<file path="src/hw/rtl/arc_pkg.sv">
// package for the address range coalescer
// payload structs, controller states and control/status structs; no dependencies
`timescale 1ns / 1ps
package arc_pkg;

    localparam int unsigned AddrW  = 24;
    localparam int unsigned LabelW = 16;
    localparam int unsigned CountW = 16;
    localparam int unsigned EndW   = 25;
    localparam int unsigned EntryW = LabelW + AddrW + CountW + 1;
    localparam logic [AddrW-1:0] SpanReset = 24'd250;

    typedef struct packed {
        logic [LabelW-1:0] tag_label;
        logic [AddrW-1:0]  start_addr;
        logic [CountW-1:0] byte_count;
        logic              may_merge;
        logic              group_end;
    } t_in_word;

    typedef struct packed {
        logic [LabelW-1:0] out_label;
        logic [AddrW-1:0]  batch_start;
        logic [AddrW-1:0]  batch_length;
        logic              batch_last;
        logic              run_last;
    } t_out_word;

    typedef struct packed {
        logic [LabelW-1:0] label;
        logic [AddrW-1:0]  addr;
        logic [CountW-1:0] count;
        logic              merge;
    } t_entry;

    typedef enum logic [2:0] {
        ST_LOAD,
        ST_SHIFT,
        ST_SCAN_RD,
        ST_SCAN,
        ST_EMIT_RD,
        ST_EMIT
    } t_state;

    typedef struct packed {
        logic load;       // take the new word, read the top entry
        logic shift_step; // insertion: move entry up one
        logic ins_write;  // insertion: write new entry at the hole
        logic scan_start; // merge pass: read entry 0
        logic scan_step;  // merge pass: consume one entry
        logic emit_start; // output pass: read entry 0
        logic emit_step;  // output pass: consume one entry
    } t_cmd;

    typedef struct packed {
        logic shift_done; // insertion position found
        logic last;       // walk is at the last held entry
        logic full;
    } t_status;

endpackage

</file>
<file path="src/hw/rtl/arc_ctrl.sv">
// controller state machine for the coalescer
// depends on arc_pkg
`timescale 1ns / 1ps
module arc_ctrl (
    input  logic             i_clk,
    input  logic             i_rst_n,
    input  logic             i_in_valid,
    input  logic             i_group_end,
    input  logic             i_out_stall,
    input  arc_pkg::t_status i_status,
    output logic             o_in_stall,
    output logic             o_out_valid,
    output arc_pkg::t_cmd    o_cmd
);
    arc_pkg::t_state r_state, n_state;
    logic r_pend_end, n_pend_end;

    always_ff @(posedge i_clk) begin
        if (!i_rst_n) begin
            r_state    <= arc_pkg::ST_LOAD;
            r_pend_end <= 1'b0;
        end else begin
            r_state    <= n_state;
            r_pend_end <= n_pend_end;
        end
    end

    always_comb begin
        n_state     = r_state;
        n_pend_end  = r_pend_end;
        o_in_stall  = 1'b1;
        o_out_valid = 1'b0;
        o_cmd       = '0;
        unique case (r_state)
            arc_pkg::ST_LOAD: begin
                o_in_stall = 1'b0;
                if (i_in_valid) begin
                    n_pend_end = i_group_end;
                    if (!i_status.full) begin
                        o_cmd.load = 1'b1;
                        n_state    = arc_pkg::ST_SHIFT;
                    end else if (i_group_end) begin
                        n_state = arc_pkg::ST_SCAN_RD;
                    end
                end
            end
            arc_pkg::ST_SHIFT: begin
                if (i_status.shift_done) begin
                    o_cmd.ins_write = 1'b1;
                    n_state = r_pend_end ? arc_pkg::ST_SCAN_RD : arc_pkg::ST_LOAD;
                end else begin
                    o_cmd.shift_step = 1'b1;
                end
            end
            arc_pkg::ST_SCAN_RD: begin
                o_cmd.scan_start = 1'b1;
                n_state = arc_pkg::ST_SCAN;
            end
            arc_pkg::ST_SCAN: begin
                o_cmd.scan_step = 1'b1;
                if (i_status.last) begin
                    n_state = arc_pkg::ST_EMIT_RD;
                end
            end
            arc_pkg::ST_EMIT_RD: begin
                o_cmd.emit_start = 1'b1;
                n_state = arc_pkg::ST_EMIT;
            end
            arc_pkg::ST_EMIT: begin
                o_out_valid = 1'b1;
                if (!i_out_stall) begin
                    o_cmd.emit_step = 1'b1;
                    if (i_status.last) begin
                        n_state = arc_pkg::ST_LOAD;
                    end
                end
            end
            default: n_state = arc_pkg::ST_LOAD;
        endcase
    end
endmodule

</file>
<file path="config.mk">
export PLATFORM = sky130hd
export DESIGN_NAME = arc_ctrl
export DESIGN_NICKNAME = d
export VERILOG_FILES = /design/src/hw/rtl/arc_pkg.sv /design/src/hw/rtl/arc_ctrl.sv
export SDC_FILE = /design/constraint.sdc
export NUM_CORES = 1
export LEC_CHECK = 0
export BUFFER_PORTS_ARGS = -buffer_cell sky130_fd_sc_hd__buf_4
export CAP_MARGIN = 10
export CORE_AREA = 2 2 39 41
export DETAILED_ROUTE_END_ITERATION = 6
export DIE_AREA = 0 0 41 43
export MAX_ROUTING_LAYER = met4
export SLEW_MARGIN = 20
export SYNTH_ARGS = -nofsm -noshare
export SYNTH_HDL_FRONTEND = slang
export SYNTH_SLANG_ARGS = --single-unit
</file>
<file path="constraint.sdc">
create_clock -name i_clk -period 1.5 [get_ports i_clk]
set_clock_uncertainty 0.15 [all_clocks]
set_input_delay 0.225 -clock i_clk [delete_from_list [all_inputs] [get_ports i_clk]]
set_output_delay 0.225 -clock i_clk [all_outputs]
set_load 0.01 [all_outputs]
</file>
==> impl_results.md <==
* Register area share after synthesis at 0.2222
* Pwr per Cell Area at around 800 nW/um^2
* Area of the multi-input gates at approximately 300 um^2
* Syn Inst Count at 48
* DP Area at between 500 and 600 um^2
* Critical path startpoint: r_state[2]$_SDFFE_PN0P_
* HP Start: i_rst_n
* HP Class: input pin to flop
* Worst r2r path cells at 5
* Period utilization at 1.023
* Pre-antenna DRT Iters at 4
* Place WS at -15.71 ps
* Worst-path clk slew at ~40 ps
* Hpwl dp at 669.8 um
* Fill count at approximately 150
* CP bufs+invs at 1
* Final worst slack at -35.06 ps
* Clk sinks at 4
* Status: finished with violations
* Full die area at between 1500 and 2000 um^2
* Synth warn at 0
* H-tree depth at 1
* CP top delay family: simple AND/OR/NAND/NOR gates
* Die height at about 43 um
* Setup crit start kind: flop
* Slew Viols, Final at 0
* Gr ovfl total at 0
* RSZ-0062 raised after global routing: yes
* Core Region at around 1400 um^2
* Final Power at ~0.48 mW
* Final instance area at between 600 and 700 um^2
* Crit-path slowest cell: dfxtp_4
* Area contributors post-synth: dfxtp_1, nor2_1, nand2b_1, buf_6, nand3b_4
* Worst r2r dst: r_state[1]$_SDFFE_PN0P_
* CP Data Required Time at roughly 1100 ps
* Reg2Reg Launch Point: r_state[0]$_SDFFE_PN0P_
* Largest area contributor in the netlist: dfxtp_1
* Final min period at roughly 1500 ps
* Die span in x at 41 um
* Final Hold Fails at 0
* Synth unique cells at 25
* FF-to-FF setup slack at approximately 50 ps
* Drt wl/cell at ~11 um
* Mapped Area at 360.3 um^2
* Nets at about 80
* GP Congestion at 0.6833
* Syn Area/Cell at between 7 and 8 um^2
* Worst path max stage delay at around 370 ps
* MaxCap Viol Count at 0
* Final setup vio count at 1
* Root buf cell: clkbuf_4
* Final Core Density at 0.4403
* CTS buffer count at 3
* Failing checks: negative setup slack
* Antenna diode count at 0
* Relative max-transition margin at 0.8803
* Worst-skew pair later-pin latency at between 200 and 250 ps
* Antenna violations before repair at 0
* Commonest cells after routing, fill and taps aside: buf_4, nor2_1, nand2_1
* # hold bufs at CTS at 0
* Reg area at 91.34 um^2
* IO Port Bufs at 16
* Maximum fanout along the worst path at 6
* Arrival @ worst endpoint at 1160 ps
* DR vias/cell at ~4.7
* DR iter-0 viols at 10
* Fmax at 651.4 MHz
* Static Leak at 0.3168 nW
* # IOs at 17
* Initial core utilization at 0.2604
* Syn nets at 56
* Area growth syn-to-layout at 69.10%
* Total Routing Usage GR at 0.1336
* Total stage count of the critical path at 3
* Routed vias at about 410
* Ratio of cells with drive above 1 in the final layout at 0.6056
* Sum Neg Setup Slack at -35.06 ps
* Crit Path Category: flop to output pin
* Clock buffer depth at 2
* Vias in the first global route at between 300 and 400
* Largest net degree at the start of global routing at 10
* Detail Route Antenna Nets at 0
* Critical Path Sink Type: output pin
* CTS tree: yes
* Placement Rows at 14
* Capture point of the critical path: o_cmd[0]
* Drt drc at 0
* Slew @ Worst Pin at about 180 ps
* Synth top area share at 0.2222
* Routed WL at about 930 um
* Seq cells post-synth at 4
* First-pass GRT wire length at around 1.5 mm
* Worst-path cell chain: or2b_4, nor3_2, buf_4
* Leading cell type in the layout, fill and taps excluded: buf_4
* Max VDD drop at around 0.00037 V
synthesized netlist by cell type:
cell type  number
buf_6           2
a21oi_2         1
o22ai_2         1
a21o_2          1
o21ai_0         2
nand3_1         1
mux2i_1         1
nand3b_4        1
nand4_1         1
o21a_1          1
nor3_1          1
nor2_1          8
nor2b_1         2
or4b_1          1
nand2_1         5
and2b_2         1
inv_1           3
or2b_2          1
dfxtp_1         4
a21oi_1         1
and3_1          2
o31ai_1         1
a31oi_1         1
nand2b_1        4
o21bai_1        1
layout make-up:
| class | count | share of cell area |
|---|---|---|
| Inverter | 3 | 0.01848 |
| Sequential cell | 4 | 0.1499 |
| Tap cell | 16 | 0.03285 |
| Timing Repair Buffer | 22 | 0.2834 |
| Multi-Input combinational cell | 39 | 0.4784 |
| Clock buffer | 3 | 0.03696 |
power breakdown:
part	leakage, nW	switching, mW	internal, mW
clock	0.0138	0.0450	0.0896
sequential	0.0349	0.0190	0.118
combinational	0.268	0.0952	0.116
total	0.317	0.159	0.324
cell families after synthesis:
family,Yosys count,synth area share
AOI/OAI and AO/OA,10,0.2049
buffers and inverters,5,0.09374
DFF,4,0.2222
muxes,1,0.02778
and+or+nand+nor,28,0.4514
per-stage QoR:
step                      hold WS, ps  cells
after floorplan                 192.5     48
after global placement          322.6     81
after detailed placement        329.7     81
after CTS                       80.46     86
after global routing            79.10     87
final                           85.79     87
layer usage:
metal  vias up  global-route usage  share of wire
met5         -                   -              0
met4         0             0.02000              0
met3         0             0.07853          0.088
met2        18              0.1781           0.47
met1       179              0.1763           0.44
li1        212                   -              -
sequential cells by signal, indices dropped and copies added (netlist names):
signal	count
r_state	3
r_pend_end	1
worst reg2reg max path, stage by stage (launching register included):
cell and delay, ps:
dfxtp_4 360, buf_4 120, nand3b_4 70, a21oi_2 160, or4b_1 450, nand3_1 90
worst min-delay path by stage:
stage	endpoint	depth (start not counted)
5_1_grt	r_state[2]$_SDFFE_PN0P_	2
3_5_place_dp	r_state[2]$_SDFFE_PN0P_	2
4_1_cts	r_state[2]$_SDFFE_PN0P_	2
6_report	r_state[2]$_SDFFE_PN0P_	2
2_1_floorplan	r_state[2]$_SDFFE_PN0P_	1
3_3_place_gp	r_state[2]$_SDFFE_PN0P_	2
what timing repair did:
action,CTS,global route
resized for setup,11,10
setup endpoints to repair,9,8
endpoints found under the hold margin,0,0
setup buffers,2,1
gates cloned,0,0
pin swaps,0,1
(Power assumes the default switching activity.)
